===== src/design/hecs_pkg.sv =====
// ----------------------------------------------------------------------------
// hecs_pkg
// Shared types, constants and helper functions of the hybrid entropy coder
// statistics unit.
// ----------------------------------------------------------------------------
package hecs_pkg;

    // Band statistics store
    localparam int BANDS   = 256;
    localparam int ADDR_W  = (BANDS > 1) ? $clog2(BANDS) : 1;
    localparam int CNT_W   = 12;
    localparam int ACC_W   = 48;
    localparam int STAT_W  = CNT_W + ACC_W;

    // Job queue between front and back (depth kept a power of two)
    localparam int QUEUE_DEPTH = 2;
    localparam int QPTR_W      = (QUEUE_DEPTH > 1) ? $clog2(QUEUE_DEPTH) : 1;
    localparam int QCNT_W      = $clog2(QUEUE_DEPTH + 1);

    // Configuration register indexes
    localparam logic [2:0] CFG_DYNAMIC_RANGE          = 3'd0;
    localparam logic [2:0] CFG_INITIAL_COUNT_EXPONENT = 3'd1;
    localparam logic [2:0] CFG_INITIAL_ACCUMULATOR    = 3'd2;
    localparam logic [2:0] CFG_COUNT_LIMIT_EXPONENT   = 3'd3;
    localparam logic [2:0] CFG_UNARY_LIMIT            = 3'd4;

    // Result kinds and special symbols
    localparam logic       KIND_CHUNK  = 1'b0;
    localparam logic       KIND_REPORT = 1'b1;
    localparam logic [4:0] SYM_ESCAPE  = 5'd16;
    localparam logic       OP_ENCODE   = 1'b0;
    localparam logic       OP_DUMP     = 1'b1;

    // Low-entropy code thresholds and symbol limits
    localparam logic [18:0] ENT_THR [16] = '{
        19'd303336, 19'd225404, 19'd166979, 19'd128672,
        19'd95597,  19'd69670,  19'd50678,  19'd34898,
        19'd23331,  19'd14935,  19'd9282,   19'd5510,
        19'd3195,   19'd1928,   19'd1112,   19'd408
    };
    localparam logic [3:0] SYM_LIM [16] = '{
        4'd12, 4'd10, 4'd8, 4'd6, 4'd6, 4'd4, 4'd4, 4'd4,
        4'd2,  4'd2,  4'd2, 4'd2, 4'd2, 4'd2, 4'd2, 4'd0
    };

    typedef struct packed {
        logic [5:0]  dynamic_range;
        logic [3:0]  initial_count_exponent;
        logic [31:0] initial_accumulator;
        logic [3:0]  count_limit_exponent;
        logic [5:0]  unary_limit;
    } cfg_t;

    typedef enum logic [1:0] {
        JOB_DUMP,
        JOB_RAW,
        JOB_CODE
    } job_kind_t;

    typedef struct packed {
        job_kind_t          kind;
        logic               rescale;
        logic               rescale_bit;
        logic [31:0]        sample;
        logic [ACC_W-1:0]   acc;
        logic [CNT_W-1:0]   cnt;
    } job_t;

    typedef struct packed {
        logic [63:0] bits;
        logic [6:0]  count;
    } chunk_t;

    typedef enum logic {
        F_IDLE,
        F_UPD
    } front_state_t;

    typedef enum logic [2:0] {
        B_IDLE,
        B_DISPATCH,
        B_KSEARCH,
        B_HIEMIT,
        B_ISEARCH,
        B_LOEVAL,
        B_REPORT
    } back_state_t;

    // Clamped register values
    function automatic logic [5:0] eff_d(cfg_t c);
        if (c.dynamic_range < 6'd2)
            return 6'd2;
        else if (c.dynamic_range > 6'd32)
            return 6'd32;
        else
            return c.dynamic_range;
    endfunction

    function automatic logic [3:0] eff_gs(cfg_t c);
        if (c.count_limit_exponent < 4'd4)
            return 4'd4;
        else if (c.count_limit_exponent > 4'd11)
            return 4'd11;
        else
            return c.count_limit_exponent;
    endfunction

    function automatic logic [3:0] eff_ice(cfg_t c);
        if (c.initial_count_exponent < 4'd1)
            return 4'd1;
        else if (c.initial_count_exponent > 4'd8)
            return 4'd8;
        else
            return c.initial_count_exponent;
    endfunction

    function automatic logic [5:0] eff_umax(cfg_t c);
        if (c.unary_limit < 6'd8)
            return 6'd8;
        else if (c.unary_limit > 6'd32)
            return 6'd32;
        else
            return c.unary_limit;
    endfunction

    function automatic logic [63:0] low_bits(logic [63:0] v, logic [6:0] n);
        if (n >= 7'd64)
            return v;
        else
            return v & ((64'd1 << n) - 64'd1);
    endfunction

    // Length-limited GPO2 codeword of v with parameter k
    function automatic chunk_t gpo2(logic [31:0] v, logic [4:0] k,
                                    logic [5:0] d, logic [5:0] umax);
        logic [31:0] u;
        chunk_t      c;
        u = v >> k;
        if (u < {26'd0, umax}) begin
            c.bits  = (low_bits({32'd0, v}, {2'd0, k}) << ({1'b0, u[4:0]} + 6'd1))
                    | (64'd1 << u[4:0]);
            c.count = {2'd0, k} + 7'd1 + {2'd0, u[4:0]};
        end else begin
            c.bits  = low_bits({32'd0, v}, {1'b0, d}) << umax;
            c.count = {1'b0, d} + {1'b0, umax};
        end
        return c;
    endfunction

endpackage


===== src/design/hecs_queue.sv =====
// ----------------------------------------------------------------------------
// hecs_queue
// Short job queue that decouples the statistics front from the coder back.
// ----------------------------------------------------------------------------
module hecs_queue
    import hecs_pkg::*;
(
    input  logic clk,
    input  logic rst_n,
    input  logic push,
    input  job_t push_job,
    output logic full,
    input  logic pop,
    output job_t pop_job,
    output logic empty
);

    job_t              mem_reg [QUEUE_DEPTH];
    logic [QPTR_W-1:0] wr_ptr_reg, rd_ptr_reg;
    logic [QCNT_W-1:0] count_reg;

    assign full    = (count_reg == QCNT_W'(QUEUE_DEPTH));
    assign empty   = (count_reg == '0);
    assign pop_job = mem_reg[rd_ptr_reg];

    // Pointers and fill level
    always_ff @(posedge clk or negedge rst_n)
    begin
        if (!rst_n) begin
            wr_ptr_reg <= '0;
            rd_ptr_reg <= '0;
            count_reg  <= '0;
        end else begin
            if (push)
                wr_ptr_reg <= wr_ptr_reg + QPTR_W'(1);
            if (pop)
                rd_ptr_reg <= rd_ptr_reg + QPTR_W'(1);
            if (push && !pop)
                count_reg <= count_reg + QCNT_W'(1);
            else if (pop && !push)
                count_reg <= count_reg - QCNT_W'(1);
        end
    end

    // Storage
    always_ff @(posedge clk)
    begin
        if (push)
            mem_reg[wr_ptr_reg] <= push_job;
    end

endmodule


===== config.mk =====
export PLATFORM = sky130hd
export DESIGN_NAME = hecs_queue
export DESIGN_NICKNAME = d
export VERILOG_FILES = /design/src/design/hecs_pkg.sv /design/src/design/hecs_queue.sv
export SDC_FILE = /design/constraint.sdc
export NUM_CORES = 1
export LEC_CHECK = 0
export ABC_CLOCK_PERIOD_IN_PS = 4800
export BUFFER_PORTS_ARGS = -buffer_cell sky130_fd_sc_hd__clkbuf_2
export CORE_ASPECT_RATIO = 1.2
export CORE_UTILIZATION = 47
export DETAILED_ROUTE_END_ITERATION = 8
export HOLD_SLACK_MARGIN = 0.06
export PLACE_DENSITY = 0.76
export SETUP_SLACK_MARGIN = 0.02
export SYNTH_ARGS = -nofsm -noshare
export SYNTH_HDL_FRONTEND = slang
export SYNTH_SLANG_ARGS = --single-unit

===== constraint.sdc =====
create_clock -name clk -period 4.8 [get_ports clk]
set_input_delay 0.48 -clock clk [delete_from_list [all_inputs] [get_ports clk]]
set_output_delay 0.48 -clock clk [all_outputs]
set_load 0.1 [all_outputs]

[Word level (Yosys, flattened, before mapping)]
Memories as Yosys holds them, arrays and structs flattened.
Cells that the tools add are included.
Word-level totals
  register bits: 4
  RAM bits: 192
  output and inout bits: 98
  word-level logic and storage cells: 19
  memories: 1
Cells by class
  add/subtract/negate cells: 4
  equality and inequality tests: 1
  multiplexer cells: 4
  reduce and logical (&&, ||, !) cells: 6
Memories
  mem_reg: words 2, width 96, rd ports 1, clocked after memory_dff 0, write ports 1, RTL line hecs_queue.sv:18  | job_t mem_reg [QUEUE_DEPTH];
Operators with widths (number)
  $mux 2: 2
  $add 1x1->1 const B: 2
  $add 2x1->2 const B: 1
  $eq 2x2->1 const B: 1
  $logic_and 1x1->1: 2
  $logic_not 1->1: 2
  $logic_not 2->1: 1
  $mux 1: 2
  $reduce_bool 2->1: 1
  $sub 2x1->2 const B: 1

[Depth between registers and ports, before layout]
Gate-level depths: netlist (run 1).
  word-level depth: 4
  depth in mapped cells: 5

[Least setup slack after synthesis (run 1)]
Ideal clock, no wire load.
  path kind: in2reg
  start: input push
  end: memory mem_reg[0][0] (netlist bit) (enable)
  library setup time: 0.563 ns
  arrival: 4.661 ns
  slack: -0.424 ns
  stages: 1
  path buffers: 0
  cells stage by stage: nor2b_1
Between the ends
  word-level cells in the longest chain between the ends: 2
RTL lines
  from (decl): RTL line hecs_queue.sv:10  | input logic push,
  $mux 1: RTL line hecs_queue.sv:48  | if (push)
  $mux 1 (implied by the code): RTL line hecs_queue.sv:49  | mem_reg[wr_ptr_reg] <= push_job;
  to (decl): RTL line hecs_queue.sv:18
Every way passes these cells.

==> run summary, run 1 <==
Clock Skews -> 0.00508 ns
r2r endpoint -> mem_reg[1][78]
#FFs+latches synth -> 196
final worst-path cycle share -> 0.674
maximum net fanout on the critical path -> 69
cells after synthesis -> 315
Initial Util -> 0.481
CP required -> 4.32 ns
CTS tree -> yes
Final Routed Wirelength -> 12,300 um
most common cell in the netlist -> edfxtp_1
post_cts resized -> 0
Post-route DRC -> 0
Worst-Skew Late Latency -> 0.42 ns
Core Area -> 0.0150 mm^2
HPWL after detailed placement -> 8260 um
Setup crit end -> pop_job[32]
pre-CTS setup slack -> 2.00 ns
syn_nets -> 416
Bufs on Longest Clock Path -> 2
Synth top area share -> 0.797
crit path time final -> 3.24 ns
initial antenna violation count -> 1
Synth warnings -> 0
Netlist cell types -> 13
max_cap viols -> 0
largest net degree at the start of global routing -> 70
Async S/R FF share, synth -> 0.0204
synthesized cell area -> 0.00723 mm^2
Largest register FFs -> 192
slew margin rel. -> 0.303
unrepaired setup endpoints after global routing -> no
number of enable flip-flop cells after synthesis -> 192
DR WL/cell -> 16.5 um
Final Hold Viols -> 0
top_reg_cell synth -> edfxtp_1
Congestion Overflow GR -> 0
GR Util All Layers -> 0.155
die height -> 138 um
CP Data Arrival Time -> 2.76 ns
die area -> 0.0159 mm^2
Die X -> 115 um
CTS H-tree lvls -> 4
fin. max-slew vios -> 0
FILL cells -> 1,083
top post-synthesis cells by area -> edfxtp_1 80%, mux2_2 10%, mux2_4 6.2%
first-pass GRT wire length -> 17,800 um
setup TNS -> 0 ns
top cells by count, synth -> 192 x edfxtp_1, 66 x mux2_2, 30 x mux2_4
TritonRoute pass-1 iters -> 4
syn avg cell area -> 23.0 um^2
vias -> 3,616
outcome -> finished, final reports clean
CP Launch Point -> rd_ptr_reg
num rows -> 49
multi-input logic area -> 0.00129 mm^2
TritonCTS Buffers -> 17
PortBufs -> 197
vias in the first global route -> 3,682
nets@finish -> 627
Util after Layout -> 0.602
slew of the pin with the lowest slew margin -> 1.05 ns
Syn-to-layout area delta -> 25.0%
clk sinks -> 196
startpoint types -> flip-flop
GPL Wtd Cong -> 0.714
Ports -> 198
number of DRC markers in iteration 0 -> 118
Vias/cell -> 4.87
Seq/Total Area, Yosys -> 0.811
Worst Reg-to-Reg Cells -> 2
Fmax achieved -> 309 MHz
Crit Path Class -> flip-flop to output pin
diodes inserted -> 0
layout cell share with drive strength beyond 1 -> 0.616
Fin Hold WS -> 0.241 ns
worst hold path class -> input pin to flip-flop
reg-to-reg critical path startpoint -> wr_ptr_reg
sequential cell area -> 0.00587 mm^2
final setup violating endpoints -> 0
Hold Startpoint -> push_job[67]
Yosys top cell by area -> edfxtp_1
crit end category -> output pin
ANT nets after route -> 0
setup ws final -> 1.56 ns
root buffer cell -> clkbuf_16
R2R setup slack -> 2.66 ns
Worst-path clk slew -> 0.07 ns
[worst max-delay path: stages, from the launching register on]
cell	delay [ns]
dfrtp_4	1.12
buf_4	0.41
mux2_2	0.38
clkbuf_2	0.38
[layer usage]
metal / GRT usage / wire length [um] / vias up
li1: - / - / 1674
met1: 0.170 / 4750 / 1775
met2: 0.260 / 6290 / 144
met3: 0.0638 / 926 / 21
met4: 0.0801 / 278 / 2
met5: 0 / 14 / -
[stage by stage]
stage	cell area (um^2)	cells
2_1_floorplan	7230	315
3_3_place_gp	8440	710
3_5_place_dp	8440	710
4_1_cts	9040	743
5_1_grt	9040	743
6_report	9040	743
[cells by family after synthesis]
logic type,share of synthesized area
multiplexers,0.165
flip-flops,0.811
AND/OR/NAND/NOR,0.00363
buffers and inverters,0.0125
XOR/XNOR,0.00606
adder cells (fa/ha/maj),0.00173
[worst min path at each step]
stage                           endpoint  slack [ns]  cells past startpoint
after CTS                 mem_reg[1][59]        0.22                      1
after floorplan             count_reg[0]        0.18                      0
after global placement      count_reg[1]        0.29                      1
final                     mem_reg[0][67]        0.24                      1
after detailed placement    count_reg[0]        0.29                      1
after global routing      mem_reg[1][59]        0.22                      1
[cell usage in the layout (no fill, tap or decap), drive strengths merged, types with 2 or more instances in the layout]
master / n
clkbuf: 216
edfxtp: 192
clkinv: 3
clkinvlp: 4
buf: 5
nor2: 2
inv: 5
dfrtp: 4
bufinv: 2
mux2: 96
nor2b: 2
xor2: 4
[what timing repair did]
| action | in CTS | in global routing |
|---|---|---|
| setup buffers | 0 | 0 |
| hold buffers | 1 | 0 |
| endpoints found under the hold margin | 4 | 0 |
[area by class of cell]
cell class,count,area share
sequential,196,0.649
timing repair buffer,203,0.114
multi-input combinational,107,0.142
tap,204,0.0282
clock inverter,13,0.0165
clock buffer,19,0.0490
inverter,1,0.000415
Power of run 1 is not shown: default switching activity piles up to over one toggle a cycle in this logic, so the estimate is an artifact.
==> run 2, diff against run 1 <==
--- a/config.mk
+++ b/config.mk
@@ -5,13 +5,13 @@
 export SDC_FILE = /design/constraint.sdc
 export NUM_CORES = 1
 export LEC_CHECK = 0
-export ABC_CLOCK_PERIOD_IN_PS = 4800
+export ABC_CLOCK_PERIOD_IN_PS = 3200
 export BUFFER_PORTS_ARGS = -buffer_cell sky130_fd_sc_hd__clkbuf_2
 export CORE_ASPECT_RATIO = 1.2
-export CORE_UTILIZATION = 47
+export CORE_UTILIZATION = 52
 export DETAILED_ROUTE_END_ITERATION = 8
 export HOLD_SLACK_MARGIN = 0.06
-export PLACE_DENSITY = 0.76
+export PLACE_DENSITY = 0.79
 export SETUP_SLACK_MARGIN = 0.02
 export SYNTH_ARGS = -nofsm -noshare
 export SYNTH_HDL_FRONTEND = slang
==> constraint.sdc (replaced) <==
create_clock -name clk -period 3.2 [get_ports clk]
set_input_delay 0.32 -clock clk [delete_from_list [all_inputs] [get_ports clk]]
set_output_delay 0.32 -clock clk [all_outputs]
set_load 0.1 [all_outputs]
==> run 2 against run 1 <==
Clock skew grew 0.0040 ns. Critical path depth unchanged. Design area decreased by 0.55%. Clock-buffer cell count did not move. Critical endpoint is now pop_job[84]. Largest cell class unchanged.
==> run summary, run 2 (synthesis gave the netlist of run 1 again) <==
die height -> 131 um
fin. max-slew vios -> 0
post_cts resized -> 0
ANT nets after route -> 0
diodes inserted -> 0
slew margin rel. -> 0.588
GR Util All Layers -> 0.174
num rows -> 46
crit end category -> output pin
crit path time final -> 2.58 ns
CTS tree -> yes
first-pass GRT wire length -> 18,500 um
Final Hold Viols -> 0
final worst-path cycle share -> 0.805
Die X -> 110 um
layout cell share with drive strength beyond 1 -> 0.612
final setup violating endpoints -> 0
Fmax achieved -> 388 MHz
Util after Layout -> 0.670
vias -> 3,565
Initial Util -> 0.539
max_cap viols -> 0
Vias/cell -> 5.05
initial antenna violation count -> 0
startpoint types -> flip-flop
Worst-path clk slew -> 0.07 ns
setup TNS -> 0 ns
slew of the pin with the lowest slew margin -> 0.618 ns
vias in the first global route -> 3,809
number of DRC markers in iteration 0 -> 130
TritonRoute pass-1 iters -> 4
largest net degree at the start of global routing -> 97
DR WL/cell -> 17.1 um
root buffer cell -> clkbuf_16
Crit Path Class -> flip-flop to output pin
HPWL after detailed placement -> 8030 um
CP Data Arrival Time -> 2.26 ns
maximum net fanout on the critical path -> 29
nets@finish -> 626
number of post-CTS setup repair buffers -> 0
PortBufs -> 197
commonest non-fill, non-tap cell in the layout -> clkbuf_2
clk sinks -> 196
CP required -> 2.88 ns
TritonCTS Buffers -> 17
GPL Wtd Cong -> 0.724
Final Routed Wirelength -> 12,100 um
Core Area -> 0.0134 mm^2
outcome -> finished, final reports clean
most frequent cells in the layout -> 197 x clkbuf_2, 192 x edfxtp_1, 66 x mux2_2
Ports -> 198
Worst-Skew Late Latency -> 0.41 ns
CTS H-tree lvls -> 4
Largest register FFs -> 192
worst hold path class -> input pin to flip-flop
Post-route DRC -> 0
unrepaired setup endpoints after global routing -> no
Clock Skews -> 0.00906 ns
Syn-to-layout area delta -> 24.3%
Congestion Overflow GR -> 0
Bufs on Longest Clock Path -> 2
die area -> 0.0144 mm^2
==> run 2: what timing repair did <==
action / 4_1_cts / 5_1_grt
hold buffers: 1 / 0
endpoints found under the setup margin: 0 / 0
endpoints found under the hold margin: 4 / 0
==> run 2: final timing paths <==
path	start	slack, ns	endpoint	depth (start not counted)
worst max-delay path	rd_ptr_reg	0.62	pop_job[84]	3
worst min-delay path	push_job[48]	0.09	mem_reg[1][48]	1
worst max register to register	wr_ptr_reg	1.49	mem_reg[1][26]	2
worst min register to register	count_reg[1]	0.49	count_reg[1]	1
max in group asynchronous	rst_n	2.78	rd_ptr_reg	2
min in group asynchronous	rst_n	0.28	rd_ptr_reg	2
==> run 2: worst max-delay path, cell delays in order (launching register included) <==
cell and delay [ns]:
dfrtp_4 0.63, buf_4 0.43, mux2_2 0.39, clkbuf_2 0.37
==> run 2: cell type report <==
| type | instances | area (um^2) |
|---|---|---|
| repair buffers | 202 | 1060 |
| inverters | 1 | 3.75 |
| multi-input cells | 107 | 1290 |
| clock inverters | 13 | 124 |
| fillers | 886 | 4420 |
| well taps | 168 | 210 |
| flip-flops and latches | 196 | 5870 |
| clock buffers | 19 | 433 |
==> run 2: metrics by stage <==
step	worst slack [ns]	hold WS [ns]	instance area [um^2]	cells
after floorplan	0.0906	0.0244	7240	315
after global placement	1.11	0.130	8420	673
after detailed placement	1.05	0.135	8420	673
after CTS	0.593	0.0762	8990	706
after global routing	0.543	0.0702	8990	706
final	0.623	0.0949	8990	706
==> run 2: layer usage <==
metal,GRT usage,share of wire
met1,0.187,0.38
met2,0.304,0.52
met3,0.0709,0.088
met4,0.0593,0.013
met5,0,0
Power of run 2 is left out for the same reason.
