<file path="src/design/hecs_pkg.sv">
// ----------------------------------------------------------------------------
// hecs_pkg
// Shared types, constants and helper functions of the hybrid entropy coder
// statistics unit.
// ----------------------------------------------------------------------------
package hecs_pkg;

    // Band statistics store
    localparam int BANDS   = 256;
    localparam int ADDR_W  = (BANDS > 1) ? $clog2(BANDS) : 1;
    localparam int CNT_W   = 12;
    localparam int ACC_W   = 48;
    localparam int STAT_W  = CNT_W + ACC_W;

    // Job queue between front and back (depth kept a power of two)
    localparam int QUEUE_DEPTH = 2;
    localparam int QPTR_W      = (QUEUE_DEPTH > 1) ? $clog2(QUEUE_DEPTH) : 1;
    localparam int QCNT_W      = $clog2(QUEUE_DEPTH + 1);

    // Configuration register indexes
    localparam logic [2:0] CFG_DYNAMIC_RANGE          = 3'd0;
    localparam logic [2:0] CFG_INITIAL_COUNT_EXPONENT = 3'd1;
    localparam logic [2:0] CFG_INITIAL_ACCUMULATOR    = 3'd2;
    localparam logic [2:0] CFG_COUNT_LIMIT_EXPONENT   = 3'd3;
    localparam logic [2:0] CFG_UNARY_LIMIT            = 3'd4;

    // Result kinds and special symbols
    localparam logic       KIND_CHUNK  = 1'b0;
    localparam logic       KIND_REPORT = 1'b1;
    localparam logic [4:0] SYM_ESCAPE  = 5'd16;
    localparam logic       OP_ENCODE   = 1'b0;
    localparam logic       OP_DUMP     = 1'b1;

    // Low-entropy code thresholds and symbol limits
    localparam logic [18:0] ENT_THR [16] = '{
        19'd303336, 19'd225404, 19'd166979, 19'd128672,
        19'd95597,  19'd69670,  19'd50678,  19'd34898,
        19'd23331,  19'd14935,  19'd9282,   19'd5510,
        19'd3195,   19'd1928,   19'd1112,   19'd408
    };
    localparam logic [3:0] SYM_LIM [16] = '{
        4'd12, 4'd10, 4'd8, 4'd6, 4'd6, 4'd4, 4'd4, 4'd4,
        4'd2,  4'd2,  4'd2, 4'd2, 4'd2, 4'd2, 4'd2, 4'd0
    };

    typedef struct packed {
        logic [5:0]  dynamic_range;
        logic [3:0]  initial_count_exponent;
        logic [31:0] initial_accumulator;
        logic [3:0]  count_limit_exponent;
        logic [5:0]  unary_limit;
    } cfg_t;

    typedef enum logic [1:0] {
        JOB_DUMP,
        JOB_RAW,
        JOB_CODE
    } job_kind_t;

    typedef struct packed {
        job_kind_t          kind;
        logic               rescale;
        logic               rescale_bit;
        logic [31:0]        sample;
        logic [ACC_W-1:0]   acc;
        logic [CNT_W-1:0]   cnt;
    } job_t;

    typedef struct packed {
        logic [63:0] bits;
        logic [6:0]  count;
    } chunk_t;

    typedef enum logic {
        F_IDLE,
        F_UPD
    } front_state_t;

    typedef enum logic [2:0] {
        B_IDLE,
        B_DISPATCH,
        B_KSEARCH,
        B_HIEMIT,
        B_ISEARCH,
        B_LOEVAL,
        B_REPORT
    } back_state_t;

    // Clamped register values
    function automatic logic [5:0] eff_d(cfg_t c);
        if (c.dynamic_range < 6'd2)
            return 6'd2;
        else if (c.dynamic_range > 6'd32)
            return 6'd32;
        else
            return c.dynamic_range;
    endfunction

    function automatic logic [3:0] eff_gs(cfg_t c);
        if (c.count_limit_exponent < 4'd4)
            return 4'd4;
        else if (c.count_limit_exponent > 4'd11)
            return 4'd11;
        else
            return c.count_limit_exponent;
    endfunction

    function automatic logic [3:0] eff_ice(cfg_t c);
        if (c.initial_count_exponent < 4'd1)
            return 4'd1;
        else if (c.initial_count_exponent > 4'd8)
            return 4'd8;
        else
            return c.initial_count_exponent;
    endfunction

    function automatic logic [5:0] eff_umax(cfg_t c);
        if (c.unary_limit < 6'd8)
            return 6'd8;
        else if (c.unary_limit > 6'd32)
            return 6'd32;
        else
            return c.unary_limit;
    endfunction

    function automatic logic [63:0] low_bits(logic [63:0] v, logic [6:0] n);
        if (n >= 7'd64)
            return v;
        else
            return v & ((64'd1 << n) - 64'd1);
    endfunction

    // Length-limited GPO2 codeword of v with parameter k
    function automatic chunk_t gpo2(logic [31:0] v, logic [4:0] k,
                                    logic [5:0] d, logic [5:0] umax);
        logic [31:0] u;
        chunk_t      c;
        u = v >> k;
        if (u < {26'd0, umax}) begin
            c.bits  = (low_bits({32'd0, v}, {2'd0, k}) << ({1'b0, u[4:0]} + 6'd1))
                    | (64'd1 << u[4:0]);
            c.count = {2'd0, k} + 7'd1 + {2'd0, u[4:0]};
        end else begin
            c.bits  = low_bits({32'd0, v}, {1'b0, d}) << umax;
            c.count = {1'b0, d} + {1'b0, umax};
        end
        return c;
    endfunction

endpackage

</file>
<file path="src/design/hecs_back.sv">
// ----------------------------------------------------------------------------
// hecs_back
// Takes jobs from the queue, selects the code of coded jobs by iterative
// search and drives the output register.
// ----------------------------------------------------------------------------
module hecs_back
    import hecs_pkg::*;
(
    input  logic        clk,
    input  logic        rst_n,
    input  cfg_t        cfg,
    input  job_t        head_job,
    input  logic        empty,
    output logic        pop,
    output logic        out_valid,
    input  logic        out_ready,
    output logic        kind,
    output logic [63:0] bits,
    output logic [6:0]  bit_count,
    output logic [3:0]  code_index,
    output logic [4:0]  symbol,
    output logic        last
);

    back_state_t state_reg, state_next;
    job_t        job_reg, job_next;
    logic [4:0]  j_reg, j_next;
    logic [4:0]  kk_reg, kk_next;
    logic [3:0]  idx_reg, idx_next;
    logic [48:0] v_reg, v_next;

    logic        out_valid_reg, out_valid_next;
    logic        kind_reg;
    logic [63:0] bits_reg;
    logic [6:0]  count_reg;
    logic [3:0]  cidx_reg;
    logic [4:0]  sym_reg;
    logic        last_reg;

    logic        emit;
    logic        e_kind, e_last;
    logic [63:0] e_bits;
    logic [6:0]  e_count;
    logic [3:0]  e_idx;
    logic [4:0]  e_sym;

    logic [5:0]  d, umax;
    logic [3:0]  gs;
    logic [6:0]  dump_w;
    logic        out_free;
    logic [61:0] acc14;
    logic [18:0] thr;
    logic [30:0] prod;
    logic        q_ge;
    logic [49:0] shifted;
    logic        k_ok;
    logic [3:0]  lim;
    logic [31:0] esc_r;
    chunk_t      code_chunk;
    logic [17:0] cnt49;

    // Shared datapath
    always_comb
    begin
        d        = eff_d(cfg);
        umax     = eff_umax(cfg);
        gs       = eff_gs(cfg);
        dump_w   = {1'b0, d} + {3'd0, gs} + 7'd2;
        out_free = !out_valid_reg || out_ready;
        acc14    = {job_reg.acc, 14'd0};
        thr      = (state_reg == B_DISPATCH) ? ENT_THR[0] : ENT_THR[j_reg[3:0]];
        prod     = 31'(thr) * 31'(job_reg.cnt);
        q_ge     = (acc14 >= 62'(prod));
        shifted  = 50'(job_reg.cnt) << ({1'b0, j_reg} + 6'd2);
        k_ok     = (shifted <= {1'b0, v_reg});
        lim      = SYM_LIM[idx_reg];
        esc_r    = job_reg.sample - 32'(lim) - 32'd1;
        cnt49    = 18'(job_reg.cnt) * 18'd49;
        if (state_reg == B_HIEMIT)
            code_chunk = gpo2(job_reg.sample, kk_reg, d, umax);
        else
            code_chunk = gpo2(esc_r, 5'd0, d, umax);
    end

    // Sequencer
    always_comb
    begin
        state_next = state_reg;
        job_next   = job_reg;
        j_next     = j_reg;
        kk_next    = kk_reg;
        idx_next   = idx_reg;
        v_next     = v_reg;
        pop        = 1'b0;
        emit       = 1'b0;
        e_kind     = KIND_CHUNK;
        e_bits     = '0;
        e_count    = '0;
        e_idx      = '0;
        e_sym      = '0;
        e_last     = 1'b0;
        unique case (state_reg)
            B_IDLE:
            begin
                if (!empty) begin
                    pop        = 1'b1;
                    job_next   = head_job;
                    state_next = B_DISPATCH;
                end
            end
            B_DISPATCH:
            begin
                unique case (job_reg.kind)
                    JOB_DUMP:
                    begin
                        if (out_free) begin
                            emit       = 1'b1;
                            e_bits     = (low_bits({16'd0, job_reg.acc}, dump_w) << 1)
                                       | 64'd1;
                            e_count    = dump_w + 7'd1;
                            e_last     = 1'b1;
                            state_next = B_IDLE;
                        end
                    end
                    JOB_RAW:
                    begin
                        if (out_free) begin
                            emit       = 1'b1;
                            e_bits     = low_bits({32'd0, job_reg.sample}, {1'b0, d});
                            e_count    = {1'b0, d};
                            e_last     = 1'b1;
                            state_next = B_IDLE;
                        end
                    end
                    JOB_CODE:
                    begin
                        if (job_reg.rescale) begin
                            // pending rescale bit goes out first
                            if (out_free) begin
                                emit             = 1'b1;
                                e_bits           = {63'd0, job_reg.rescale_bit};
                                e_count          = 7'd1;
                                job_next.rescale = 1'b0;
                            end
                        end else begin
                            v_next = {1'b0, job_reg.acc} + 49'(cnt49[17:5]);
                            if (q_ge) begin
                                j_next     = 5'd0;
                                kk_next    = 5'd0;
                                state_next = B_KSEARCH;
                            end else begin
                                j_next     = 5'd1;
                                idx_next   = 4'd0;
                                state_next = B_ISEARCH;
                            end
                        end
                    end
                    default: state_next = B_IDLE;
                endcase
            end
            B_KSEARCH:
            begin
                // one candidate shift per cycle
                if (k_ok)
                    kk_next = j_reg;
                if (j_reg == 5'(d - 6'd2))
                    state_next = B_HIEMIT;
                else
                    j_next = j_reg + 5'd1;
            end
            B_HIEMIT:
            begin
                if (out_free) begin
                    emit       = 1'b1;
                    e_bits     = code_chunk.bits;
                    e_count    = code_chunk.count;
                    e_last     = 1'b1;
                    state_next = B_IDLE;
                end
            end
            B_ISEARCH:
            begin
                // one threshold per cycle on the shared multiplier
                if (!q_ge)
                    idx_next = j_reg[3:0];
                if (j_reg == 5'd15)
                    state_next = B_LOEVAL;
                else
                    j_next = j_reg + 5'd1;
            end
            B_LOEVAL:
            begin
                if (out_free) begin
                    emit = 1'b1;
                    if (job_reg.sample > 32'(lim)) begin
                        e_bits     = code_chunk.bits;
                        e_count    = code_chunk.count;
                        state_next = B_REPORT;
                    end else begin
                        e_kind     = KIND_REPORT;
                        e_idx      = idx_reg;
                        e_sym      = job_reg.sample[4:0];
                        e_last     = 1'b1;
                        state_next = B_IDLE;
                    end
                end
            end
            B_REPORT:
            begin
                if (out_free) begin
                    emit       = 1'b1;
                    e_kind     = KIND_REPORT;
                    e_idx      = idx_reg;
                    e_sym      = SYM_ESCAPE;
                    e_last     = 1'b1;
                    state_next = B_IDLE;
                end
            end
            default: state_next = B_IDLE;
        endcase

        if (emit)
            out_valid_next = 1'b1;
        else if (out_ready)
            out_valid_next = 1'b0;
        else
            out_valid_next = out_valid_reg;
    end

    always_ff @(posedge clk or negedge rst_n)
    begin
        if (!rst_n) begin
            state_reg     <= B_IDLE;
            out_valid_reg <= 1'b0;
        end else begin
            state_reg     <= state_next;
            out_valid_reg <= out_valid_next;
        end
    end

    // Working registers
    always_ff @(posedge clk)
    begin
        job_reg <= job_next;
        j_reg   <= j_next;
        kk_reg  <= kk_next;
        idx_reg <= idx_next;
        v_reg   <= v_next;
    end

    // Output register
    always_ff @(posedge clk)
    begin
        if (emit) begin
            kind_reg  <= e_kind;
            bits_reg  <= e_bits;
            count_reg <= e_count;
            cidx_reg  <= e_idx;
            sym_reg   <= e_sym;
            last_reg  <= e_last;
        end
    end

    assign out_valid  = out_valid_reg;
    assign kind       = kind_reg;
    assign bits       = bits_reg;
    assign bit_count  = count_reg;
    assign code_index = cidx_reg;
    assign symbol     = sym_reg;
    assign last       = last_reg;

endmodule

</file>
<file path="config.mk">
export PLATFORM = sky130hd
export DESIGN_NAME = hecs_back
export DESIGN_NICKNAME = d
export VERILOG_FILES = /design/src/design/hecs_pkg.sv /design/src/design/hecs_back.sv
export SDC_FILE = /design/constraint.sdc
export NUM_CORES = 2
export LEC_CHECK = 0
export BUFFER_PORTS_ARGS = -buffer_cell sky130_fd_sc_hd__buf_4
export CAP_MARGIN = 20
export CORE_MARGIN = 8
export CORE_UTILIZATION = 59
export CTS_BUF_LIST = sky130_fd_sc_hd__clkbuf_8
export DETAILED_ROUTE_END_ITERATION = 6
export PLACE_DENSITY = 0.81
export SLEW_MARGIN = 25
export SYNTH_ARGS = -nofsm -noshare
export SYNTH_HDL_FRONTEND = slang
export SYNTH_SLANG_ARGS = --single-unit
</file>
<file path="constraint.sdc">
create_clock -name clk -period 13.8 [get_ports clk]
set_input_delay 2.76 -clock clk [delete_from_list [all_inputs] [get_ports clk]]
set_output_delay 2.76 -clock clk [all_outputs]
set_load 0.1 [all_outputs]
</file>
Word level (Yosys, flattened, before mapping)
Memories as Yosys holds them, arrays and structs flattened.
Cells that the tools add are included.
{"block": "totals", "ff_bits": 245, "rom_bits": 368, "in_bits": 152, "mem_count": 2}
{"block": "op_classes", "n_addsub": 18, "multipliers": 2, "order_cmp": 14, "n_eq_ne": 23, "n_shift": 11, "mux": 93, "n_bitwise": 10, "reduce_logical": 19}
{"name": "(no name shown)", "depth": 16, "width": 19, "read_ports": 1, "rd_clocked_by_memory_dff": 0, "wr": 0, "line": "hecs_back.sv:71", "rtl": "thr = (state_reg == B_DISPATCH) ? ENT_THR[0] : ENT_THR[j_reg[3:0]];"}
{"name": "(no name shown)", "depth": 16, "width": 4, "read_ports": 1, "rd_clocked_by_memory_dff": 0, "wr": 0, "line": "hecs_back.sv:76", "rtl": "lim = SYM_LIM[idx_reg];"}
{"cell": "64-bit 2-to-1 mux", "count": 13}
{"cell": "64-bit case mux with 3 select lines", "count": 2}
{"cell": "64-bit by 6-bit left shift with 64-bit output", "count": 4}
{"cell": "71-bit 2-to-1 mux", "count": 3}
{"cell": "32-bit by 64-bit AND with 64-bit output", "count": 3}
{"cell": "1-bit by 5-bit left shift with 64-bit output, first input constant", "count": 3}
{"cell": "64-bit bitwise OR", "count": 2}
{"cell": "64-bit by 1-bit subtractor with 64-bit output, second input constant", "count": 2}
{"cell": "94-bit 2-to-1 mux", "count": 1}
{"cell": "32-bit by 6-bit less-than comparator with 1-bit output", "count": 2}
{"cell": "1-bit by 6-bit left shift with 64-bit output, first input constant", "count": 1}
{"cell": "48-bit by 63-bit AND with 63-bit output", "count": 1}
{"cell": "63-bit 2-to-1 mux", "count": 1}
{"cell": "1-bit by 7-bit left shift with 63-bit output, first input constant", "count": 1}
{"cell": "63-bit by 1-bit subtractor with 63-bit output, second input constant", "count": 1}
{"cell": "62-bit by 31-bit >= comparator with 1-bit output", "count": 1}
{"cell": "19-bit 2-to-1 mux", "count": 3}
{"cell": "5-bit 2-to-1 mux", "count": 11}
{"cell": "50-bit by 49-bit <= comparator with 1-bit output", "count": 1}
{"cell": "12-bit by 6-bit left shift with 50-bit output", "count": 1}
{"cell": "48-bit by 13-bit adder with 49-bit output", "count": 1}
{"cell": "4-bit 2-to-1 mux", "count": 11}
{"cell": "7-bit case mux with 3 select lines", "count": 2}
{"cell": "32-bit by 4-bit > comparator with 1-bit output", "count": 1}
{"cell": "other kinds (56)", "count": 118}

Depth between registers and ports, before layout
{"block": "logic_depth", "ltp_word": 16, "mapped_depth": 39}

Worst setup path before layout
OpenSTA, ideal clock, no wires.
{"block": "synth_path", "kind": "input-to-output", "from": "in empty", "to": "out pop", "t_arrival_ns": 14.483, "required_ns": 11.040, "setup_slack_ns": -3.443, "path_stages": 1, "n_path_buf": 0, "cell_sequence": "nor4_1"}
{"block": "synth_via", "elab_chain_cells": 2}
{"item": "start: declaration", "line": "hecs_back.sv:13", "rtl": "input logic empty,"}
{"item": "1-bit 2-to-1 mux", "line": "hecs_back.sv:105", "rtl": "if (!empty) begin"}
{"item": "1-bit 2-to-1 mux", "line": "hecs_back.sv:102", "rtl": "unique case (state_reg)"}
{"item": "end: declaration", "line": "hecs_back.sv:14", "rtl": "output logic pop,"}
No other way between the ends.

Worst setup path in the final report
{"block": "layout_path", "from": "reg j_reg[1]", "to": "reg kk_reg[3] (enable)"}
{"block": "layout_via", "elab_chain_cells": 9, "word_cells_on_any_way": 13}
{"item": "start: declaration", "line": "hecs_back.sv:27", "rtl": "logic [4:0] j_reg, j_next;"}
{"item": "start signal: assignment", "line": "hecs_back.sv:245", "rtl": "j_reg <= j_next;"}
{"item": "4-bit inverter with 5-bit output (not written as such)", "line": "hecs_back.sv:71"}
{"item": "memory 16 x 19 bit"}
{"item": "19-bit 2-to-1 mux (not written as such) (2 in a row)", "line": "hecs_back.sv:71"}
{"item": "19-bit 2-to-1 mux", "line": "hecs_back.sv:71"}
{"item": "19-bit by 12-bit multiplier with 31-bit output", "line": "hecs_back.sv:72", "rtl": "prod = 31'(thr) * 31'(job_reg.cnt);"}
{"item": "62-bit by 31-bit >= comparator with 1-bit output", "line": "hecs_back.sv:73", "rtl": "q_ge = (acc14 >= 62'(prod));"}
{"item": "2-bit inequality test (no source line)"}
{"item": "5-bit AND reduction (no source line) (*)"}
{"item": "end signal: assignment", "line": "hecs_back.sv:246", "rtl": "kk_reg <= kk_next;"}
{"item": "end: declaration", "line": "hecs_back.sv:28", "rtl": "logic [4:0] kk_reg, kk_next;"}
Mark *: on every way between the ends. The rest lies on a longest branch, timed or not. The select of a mux whose other input is x is not followed.
A chain may end at the register's enable or synchronous reset.

==> flow_summary_export.csv <==
group,metric,value,unit
drt,drt_iter0_drc,8031,
sta,period_share,0.883,
final_layout,largest_reg_flops,64,
min_path,hold_depth,1,
sta,period_needed,12.19,ns
drt,viasPerCell,7.53,
placed_design,dpl_worst_slack,2.04,ns
clock_tree,ctsHoldBuffers,0,
outcome,violations,"DRC",
final_layout,nFillCells,5162,
clock_tree,h-tree-depth,2,
synthesis,synth_edf_count,241,
placed_design,post-dp-hpwl,137,mm
synthesis,synth_top_family_by_area,"compound AO/OA/AOI/OAI gates",
synthesis,syn_area,37800,um^2
drt,wl_per_cell,33.3,um
sta,setup_ws,1.61,ns
drt,drc,51,
floorplanning,ios,236,
floorplanning,start_util,0.598,
drt,wl,185,mm
sta,tns,0,ns
floorplanning,fp-row-count,92,
setup_path,reg2reg_depth,34,
sta,rsz0062_at_grt,"no",
global_route,grt_pass1_wl,264,mm
sta,clock.fmax,82.0,MHz
synthesis,synthArstFlopShare,0.0163,
setup_path,cp-start-kind,"flip-flop",
synthesis,synth-compound-area-share,0.240,
sta,slew_violations,0,
final_layout,layout.cells.non_filler,5553,
drt,ant_nets,0,
min_path,hp-class,"flip-flop to flip-flop",
clock_tree,numCtsBuffers,46,
min_path,hp-start,"job_reg[93]",
final_layout,drive_above_1_share,0.132,
setup_path,worstPathRequired,14.26,ns
sta,tightest_slew,1.39,ns
setup_path,slowest_stage,"edfxtp_1",
final_layout,nets,5259,
clock_tree,clk_latency,0.72,ns
setup_path,r2r-end,"kk_reg[3]",
placed_design,place_congestion,1.13,
synthesis,muxShareOfSynthArea,0.0774,
synthesis,yosys_warnings,0,
setup_path,max_stage_delay,1.00,ns
synthesis,syn_avg_cell_area,8.12,um^2
synthesis,ys_ff_latch,245,
synthesis,yosysSeqAreaShare,0.194,
clock_tree,cts_sinks,245,
final_layout,stdcell_area,41000,um^2
global_route,grt_overflow,0,
outcome,status,"finished, violations left",
sta,finClkSkew,0.0748,ns
clock_tree,cts.repair_timing.setup_buffer_count,0,
synthesis,synthDistinctLibCells,107,
setup_path,r2r-start,"j_reg[1]",
min_path,hold_end,"state_reg[2]",
placed_design,place_inst,5455,
drt,drt_first_pass_iters,7,
clock_tree,clk_path_buf_depth,3,
floorplanning,die_area,72400,um^2
setup_path,cp_max_fo,29,
floorplanning,dieHeight,269,um
sta,relSlewSlack,0.0636,
drt,vias,41815,
setup_path,critPathArrivalTime,12.65,ns
placed_design,place.port_buffers,199,
clock_tree,clk_pin_slew_worst_paths,0.08,ns
synthesis,synthFlopType,"edfxtp_1",
clock_tree,cts_resized,0,
setup_path,cpMostUsedCell,"fa_1",
setup_path,critPathKind,"flip-flop to flip-flop",
clock_tree,cts_tree,"yes",
clock_tree,cts-root-buf,"clkbuf_8",
final_layout,syn_to_final_growth,8.58,%
global_route,antenna_found_initial,16,
placed_design,place_area,39900,um^2
synthesis,yosys.area_share.simple,0.203,
synthesis,synth_xor_area_frac,0.0304,
global_route,grt_pass1_vias,38604,
synthesis,synthAdderAreaFrac,0.182,
sta,setup_viol,0,
floorplanning,core,63200,um^2
sta,hold_viol_final,0,
global_route,grt_usage,0.496,
flow_run,maxCapViolCount,0,
global_route,grt_max_degree,66,
setup_path,cp-end-kind,"flip-flop",
setup_path,rrSetupSlack,1.61,ns
synthesis,syn_inst,4650,
floorplanning,die_w,269,um
==> through the flow <==
| stage | util | hold slack [ns] |
|---|---|---|
| 3_3_place_gp | 0.631 | 0.620 |
| 5_1_grt | 0.649 | 0.662 |
| 2_1_floorplan | - | 0.511 |
| 4_1_cts | 0.646 | 0.630 |
| 6_report | 0.649 | 0.638 |
| 3_5_place_dp | 0.632 | 0.618 |
==> final cells by class <==
cell class / instances / area, um^2 / share of cell area
clock buffer: 46 / 633 / 0.0154
inverter: 372 / 1400 / 0.0340
timing repair buffer: 315 / 2380 / 0.0581
antenna: 6 / 15.0 / 0.000366
sequential: 245 / 7340 / 0.179
clock inverter: 36 / 264 / 0.00644
tap: 846 / 1060 / 0.0258
multi-input combinational: 3687 / 27900 / 0.681
==> worst max path at each step <==
stage / from / end
2_1_floorplan: empty / pop
3_3_place_gp: j_reg[1] / kk_reg[2]
3_5_place_dp: j_reg[1] / kk_reg[2]
4_1_cts: j_reg[1] / kk_reg[3]
5_1_grt: j_reg[1] / kk_reg[3]
6_report: j_reg[1] / kk_reg[3]
==> synth_stat cells, drive strengths merged (21+ instances only) <==
| master | count | area (um^2) |
|---|---|---|
| buf | 57 | 284 |
| o31ai | 52 | 395 |
| o21ai | 254 | 1270 |
| mux2i | 96 | 961 |
| or2 | 33 | 206 |
| a221oi | 22 | 199 |
| clkbuf | 290 | 1090 |
| a22oi | 21 | 158 |
| and3 | 52 | 325 |
| a21o | 59 | 443 |
| a32oi | 22 | 193 |
| a211oi | 70 | 526 |
| nand3 | 130 | 651 |
| xor2 | 60 | 526 |
| o221ai | 34 | 298 |
| o21a | 44 | 330 |
| ha | 258 | 3230 |
| a2111oi | 21 | 190 |
| and2 | 103 | 644 |
| inv | 360 | 1350 |
| nor2b | 35 | 219 |
| fa | 182 | 3640 |
| a21oi | 251 | 1260 |
| nand2 | 459 | 1720 |
| nand2b | 34 | 213 |
| nand4 | 40 | 250 |
| nor2 | 381 | 1430 |
| mux4 | 62 | 1400 |
| mux2 | 50 | 567 |
| a31oi | 85 | 538 |
| nor3 | 155 | 781 |
| nor4 | 55 | 393 |
| xnor2 | 71 | 622 |
| o211ai | 80 | 606 |
| edfxtp | 241 | 7240 |
| o22ai | 61 | 382 |
| or3 | 40 | 250 |
==> worst max-delay path, delay by kind of cell (launching register included) <==
| family | cells | cell delay (ns) |
|---|---|---|
| XOR/XNOR | 1 | 0.18 |
| buffers and inverters | 5 | 1.64 |
| AND/OR/NAND/NOR | 4 | 0.89 |
| adder cells (fa/ha/maj) | 8 | 3.73 |
| AO/OA/AOI/OAI | 16 | 4.44 |
| flip-flops | 1 | 1.00 |
==> cell usage in the layout (no fill, tap or decap), types with 58 or more instances in the layout <==
master    synthesis  layout
xor2_1           60      58
nor3_1          154     148
a211oi_1         70      66
xnor2_1          71      67
edfxtp_1        241     241
o21ai_0         244     239
nor2_1          380     374
and2_1          101     100
buf_4             3     309
inv_1           358     364
mux4_2           62      62
mux2i_1          96      96
o211ai_1         79      79
ha_1            258     258
nand3_1         130     128
fa_1            182     182
a21o_1           59      59
nand2_1         459     458
a31oi_1          84      84
a21oi_1         249     247
o22ai_1          61      61
==> layer usage <==
layer / track usage / vias to the layer above / part of all wire
li1: - / 17212 / -
met1: 0.590 / 19534 / 0.33
met2: 0.728 / 3933 / 0.42
met3: 0.178 / 1120 / 0.15
met4: 0.383 / 16 / 0.10
met5: 0.0155 / - / 0.00052
==> cells by family after synthesis <==
family                   Yosys count
AO/OA/AOI/OAI                   1320
XOR/XNOR                         131
adder cells (fa/ha/maj)          441
buffers and inverters            719
flip-flops                       245
multiplexers                     208
other                              1
AND/OR/NAND/NOR                 1585
Power is not shown: default switching activity piles up to over one toggle a cycle in this logic, so the estimate is an artifact.
